==> src/rtl/lsh_pkg.sv <==
`timescale 1ns / 1ps
// ----------------------------------------------------------------------------
// lsh_pkg
// Shared constants and types for the 3x3 cross-kernel sharpening core.
// ----------------------------------------------------------------------------
package lsh_pkg;

   localparam int MAX_WIDTH  = 2048;
   localparam int MAX_HEIGHT = 4096;

   localparam int PIX_W      = 8;
   localparam int COL_W      = $clog2(MAX_WIDTH);
   localparam int WIDTH_W    = 12;
   localparam int HEIGHT_W   = 13;
   localparam int ROW_W      = 13;
   localparam int CNT_W      = 23;
   localparam int TOTAL_W    = 24;
   localparam int CSR_IDX_W  = 2;
   localparam int CSR_DATA_W = 13;
   localparam int DIV_CNT_W  = $clog2(CNT_W);

   localparam logic [ROW_W-1:0]    ROW_LIMIT      = {ROW_W{1'b1}};
   localparam logic [WIDTH_W-1:0]  RESET_WIDTH    = WIDTH_W'(640);
   localparam logic [HEIGHT_W-1:0] RESET_HEIGHT   = HEIGHT_W'(480);
   localparam logic [TOTAL_W-1:0]  RESET_TOTAL    = TOTAL_W'(640 * 480);
   localparam logic [WIDTH_W-1:0]  EFF_WIDTH_MAX  = WIDTH_W'(MAX_WIDTH);
   localparam logic [HEIGHT_W-1:0] EFF_HEIGHT_MAX = HEIGHT_W'(MAX_HEIGHT);

   localparam logic REQ_FLUSH = 1'b1;

   typedef enum logic [CSR_IDX_W-1:0] {
      CSR_IMAGE_WIDTH  = 2'd0,
      CSR_IMAGE_HEIGHT = 2'd1
   } csr_index_type;

   typedef struct packed {
      logic             busy;
      logic             done;
      logic [CNT_W-1:0] quotient;
      logic [COL_W-1:0] remainder;
   } div_status_type;

endpackage

==> src/rtl/lsh_divider.sv <==
`timescale 1ns / 1ps
// ----------------------------------------------------------------------------
// lsh_divider
// Bit-serial restoring divider that splits the output word count into
// row and column after the frame width or height changes.
// ----------------------------------------------------------------------------
module lsh_divider import lsh_pkg::*; (
   input  logic               clock,
   input  logic               reset,
   input  logic               start,
   input  logic [CNT_W-1:0]   dividend,
   input  logic [WIDTH_W-1:0] divisor,
   output div_status_type     status
);

   logic                 busy_ff;
   logic                 busy_in;
   logic                 done_ff;
   logic                 done_in;
   logic [DIV_CNT_W-1:0] count_ff;
   logic [DIV_CNT_W-1:0] count_in;
   logic [CNT_W-1:0]     quo_ff;
   logic [CNT_W-1:0]     quo_in;
   logic [WIDTH_W-1:0]   rem_ff;
   logic [WIDTH_W-1:0]   rem_in;
   logic [WIDTH_W-1:0]   shifted;
   logic                 fits;

   assign shifted = {rem_ff[WIDTH_W-2:0], quo_ff[CNT_W-1]};
   assign fits    = shifted >= divisor;

   always_comb begin
      busy_in  = busy_ff;
      done_in  = 1'b0;
      count_in = count_ff;
      quo_in   = quo_ff;
      rem_in   = rem_ff;
      if (start) begin
         busy_in  = 1'b1;
         count_in = '0;
         quo_in   = dividend;
         rem_in   = '0;
      end else if (busy_ff) begin
         quo_in   = {quo_ff[CNT_W-2:0], fits};
         rem_in   = fits ? (shifted - divisor) : shifted;
         count_in = count_ff + DIV_CNT_W'(1);
         if (count_ff == DIV_CNT_W'(CNT_W - 1)) begin
            busy_in = 1'b0;
            done_in = 1'b1;
         end
      end
   end

   always_ff @(posedge clock) begin
      if (reset) begin
         busy_ff  <= 1'b0;
         done_ff  <= 1'b0;
         count_ff <= '0;
      end else begin
         busy_ff  <= busy_in;
         done_ff  <= done_in;
         count_ff <= count_in;
      end
   end

   always_ff @(posedge clock) begin
      quo_ff <= quo_in;
      rem_ff <= rem_in;
   end

   assign status.busy      = busy_ff || done_ff;
   assign status.done      = done_ff;
   assign status.quotient  = quo_ff;
   assign status.remainder = rem_ff[COL_W-1:0];

endmodule

==> config.mk <==
export PLATFORM = sky130hd
export DESIGN_NAME = lsh_divider
export DESIGN_NICKNAME = d
export VERILOG_FILES = /design/src/rtl/lsh_pkg.sv /design/src/rtl/lsh_divider.sv
export SDC_FILE = /design/constraint.sdc
export NUM_CORES = 1
export LEC_CHECK = 0
export BUFFER_PORTS_ARGS = -buffer_cell sky130_fd_sc_hd__buf_2
export CAP_MARGIN = 20
export CORE_MARGIN = 2
export CORE_UTILIZATION = 55
export CTS_CLUSTER_SIZE = 12
export DETAILED_ROUTE_END_ITERATION = 16
export PLACE_DENSITY_LB_ADDON = 0.15
export SLEW_MARGIN = 20
export SYNTH_ARGS = -nofsm -noshare
export SYNTH_HDL_FRONTEND = slang
export SYNTH_SLANG_ARGS = --single-unit
==> constraint.sdc <==
create_clock -name clock -period 5.5 [get_ports clock]
set_input_delay 1.1 -clock clock [delete_from_list [all_inputs] [get_ports clock]]
set_output_delay 1.1 -clock clock [all_outputs]
set_load 0.02 [all_outputs]
==> flow_summary_export.csv <==
group,metric,value,unit
run_status,outcome,"complete, no violations",
final_layout,fin_cells,338,
placement,dp_hpwl,3350,um
synthesis,synth_seq_cells,41,
grt,globalRouteOverflowTotal,0,
final_layout,multiInputGateArea,1190,um2
timing,worst_slack,2.53,ns
route,dr.first_iter.drc_count,78,
final_layout,fillCellCount,324,
synthesis,synth_cells,217,
synthesis,syn-cell-area,2360,um2
clock_network,clkTransAtPathRegs,0.08,ns
flow_run,cap_violations,0,
final_layout,layout-drive-gt1-share,40.6,%
clock_network,htreeDepth,2,
synthesis,syn_avg_cell_area,10.9,um2
route,firstDrtPassIters,4,
route,drc,0,
final_layout,syn_to_final_growth,21.2,%
placement,dp_slack,2.19,ns
grt,grt_max_degree,36,
route,viasPerCell,5.40,
grt,grt_pass1_vias,1618,
clock_network,cts_setup_buffers,0,
clock_network,cts_inserted_buffers,5,
grt,grt_util_all_layers,19.4,%
clock_network,clock-sinks,41,
min_path,hp-class,"flop to flop",
placement,gp_congestion,0.839,
synthesis,yosys_warnings,0,
final_layout,seq_area,1050,um2
synthesis,syn_nets,270,
final_layout,antennaDiodeCount,0,
timing,holdWs,0.516,ns
synthesis,synth_top_area_share,29.3,%
timing,max_freq,337,MHz
worst_setup_path,path_class,"primary input to flop",
synthesis,netlist_top_cells_area,"edfxtp_1 (29%), dfxtp_1 (15%), mux2_2 (11%), ha_1 (7.4%), nor2_1 (3.2%)",
final_layout,final_nets,340,
worst_setup_path,required,5.71,ns
route,routedWlPerCell,13.1,um
route,num_vias,1826,
timing,fin_crit_sh,54.0,%
timing,worst_pin_slew,0.885,ns
placement,dpl.cell_count,330,
die,placement_rows,23,
worst_setup_path,arrival,3.18,ns
synthesis,synth_seq_area_share,44.6,%
timing,setup_violations,0,
die,coreArea,4060,um2
pwr,peakVddDrop,0.152,mV
die,dieWidth,69.5,um
clock_network,hold_buffers,0,
clock_network,cts-root-buf,"clkbuf_8",
grt,antenna_found_initial,0,
synthesis,ys_types,52,
worst_setup_path,cp-end-kind,"flop",
die,start_util,58.1,%
pwr,leakage,1.28,nW
clock_network,clk-insertion-delay-late,0.30,ns
timing,setup_tns,0,ns
synthesis,synth_top_area_cell,"edfxtp_1",
pwr,p_per_area,282,nW/um2
route,wl,4430,um
route,ant_nets,0,
clock_network,cts_resized,0,
timing,clock-skew-final,0.00448,ns
die,die_h,69.5,um
timing,hold_viol,0,
die,die_area,4830,um2
die,io_pins,74,
grt,grt_pass1_wl,7500,um
clock_network,cts_tree,"built",
timing,finalCriticalPeriod,2.97,ns
worst_setup_path,worst-path-max-fanout,19,
worst_setup_path,start_kind,"primary input",
placement,port_buffers,73,
pwr,power,0.000805,W
timing,slew_viol_final,0,
timing,slew_headroom,40.9,%
timing,rsz0062_at_grt,"false",
clock_network,clockBufferDepth,2,
-- cell type report --
| type | count | area share (%) |
|---|---|---|
| inverter | 17 | 2.23 |
| timing repair buffer | 73 | 12.8 |
| clock buffer | 6 | 2.89 |
| tap | 50 | 2.19 |
| sequential | 41 | 36.8 |
| clock inverter | 2 | 1.31 |
| multi-input combinational | 149 | 41.8 |
-- per-stage QoR --
step                      util, %  area, um2
after floorplan                 -       2360
after global placement       67.5       2740
after detailed placement     67.5       2740
after CTS                    70.4       2860
after global routing         70.4       2860
final                        70.4       2860
-- kinds of logic (layout without fill, tap and decap cells) --
group,after synthesis,after routing,share of synthesized area [%]
fa+ha+maj,15,15,8.28
xor+xnor,10,10,3.71
buf+inv,27,98,4.77
simple gates,56,56,12.6
mux,27,27,12.6
flops,41,41,44.6
compound gates,41,41,13.5
-- cell usage after synthesis, drive strengths merged --
cell type and count:
edfxtp 23, mux2 22, nor2 20, dfxtp 18, inv 15, ha 14
nand2 10, a21oi 9, a211oi 7, clkbuf 6, xnor2 6, mux2i 5
o21ai 5, buf 4, nand4 4, xor2 4, nor3 3, o21a 3
o31ai 3, or2 3, or3 3, a21o 2, a311oi 2, a32oi 2
and3 2, clkinv 2, nand2b 2, nand3 2, nor4 2, a211o 1
a21boi 1, a31o 1, and2 1, and2b 1, fa 1, nand4b 1
nor2b 1, nor3b 1, o211ai 1, o21bai 1, o221ai 1, o311ai 1
o31a 1
-- routing by layer --
layer  global-route usage [%]  share of wire [%]  up-vias
met5                        0                  0        -
met4                     9.15                1.9        0
li1                         -                  -      932
met3                     4.36                5.8        6
met2                     29.9                 46       53
met1                     25.9                 46      835
-- flip-flops by register name, indices dropped and copies added (netlist names) --
register,count
quo_ff,23
rem_ff,11
count_ff,5
busy_ff,1
done_ff,1
-- final timing paths --
kind | depth (start not counted) | slack (ns) | start | endpoint
max | 9 | 2.53 | divisor[0] | rem_ff[0]$_SDFFE_PP0P_
min | 2 | 0.52 | count_ff[1]$_SDFFE_PP0P_ | count_ff[1]$_SDFFE_PP0P_
max reg2reg | 2 | 2.91 | busy_ff$_SDFF_PP0_ | quo_ff[16]$_DFFE_PP_
min reg2reg | 2 | 0.52 | count_ff[1]$_SDFFE_PP0P_ | count_ff[1]$_SDFFE_PP0P_
-- layout by cell type (no fill, tap or decap), types with 7 or more instances in the layout --
master,count
edfxtp_1,23
a21oi_1,8
nor2_1,20
nand2_1,8
ha_1,14
dfxtp_1,18
buf_2,73
mux2_2,22
a211oi_1,7
inv_1,15
-- critical path, cell delays in order --
cell,delay [ns]
buf_2,0.10
ha_1,0.22
fa_1,0.40
nand2b_1,0.18
a21o_1,0.18
a21oi_2,0.23
o31ai_4,0.22
or2_1,0.28
a311oi_2,0.26
-- power by group --
part | internal, W | switching [W] | total, W
combinational | 0.0000795 | 0.000101 | 0.000180
clock | 0.000147 | 0.000104 | 0.000251
sequential | 0.000354 | 0.0000195 | 0.000373
Power figures use the tool's default switching activity.
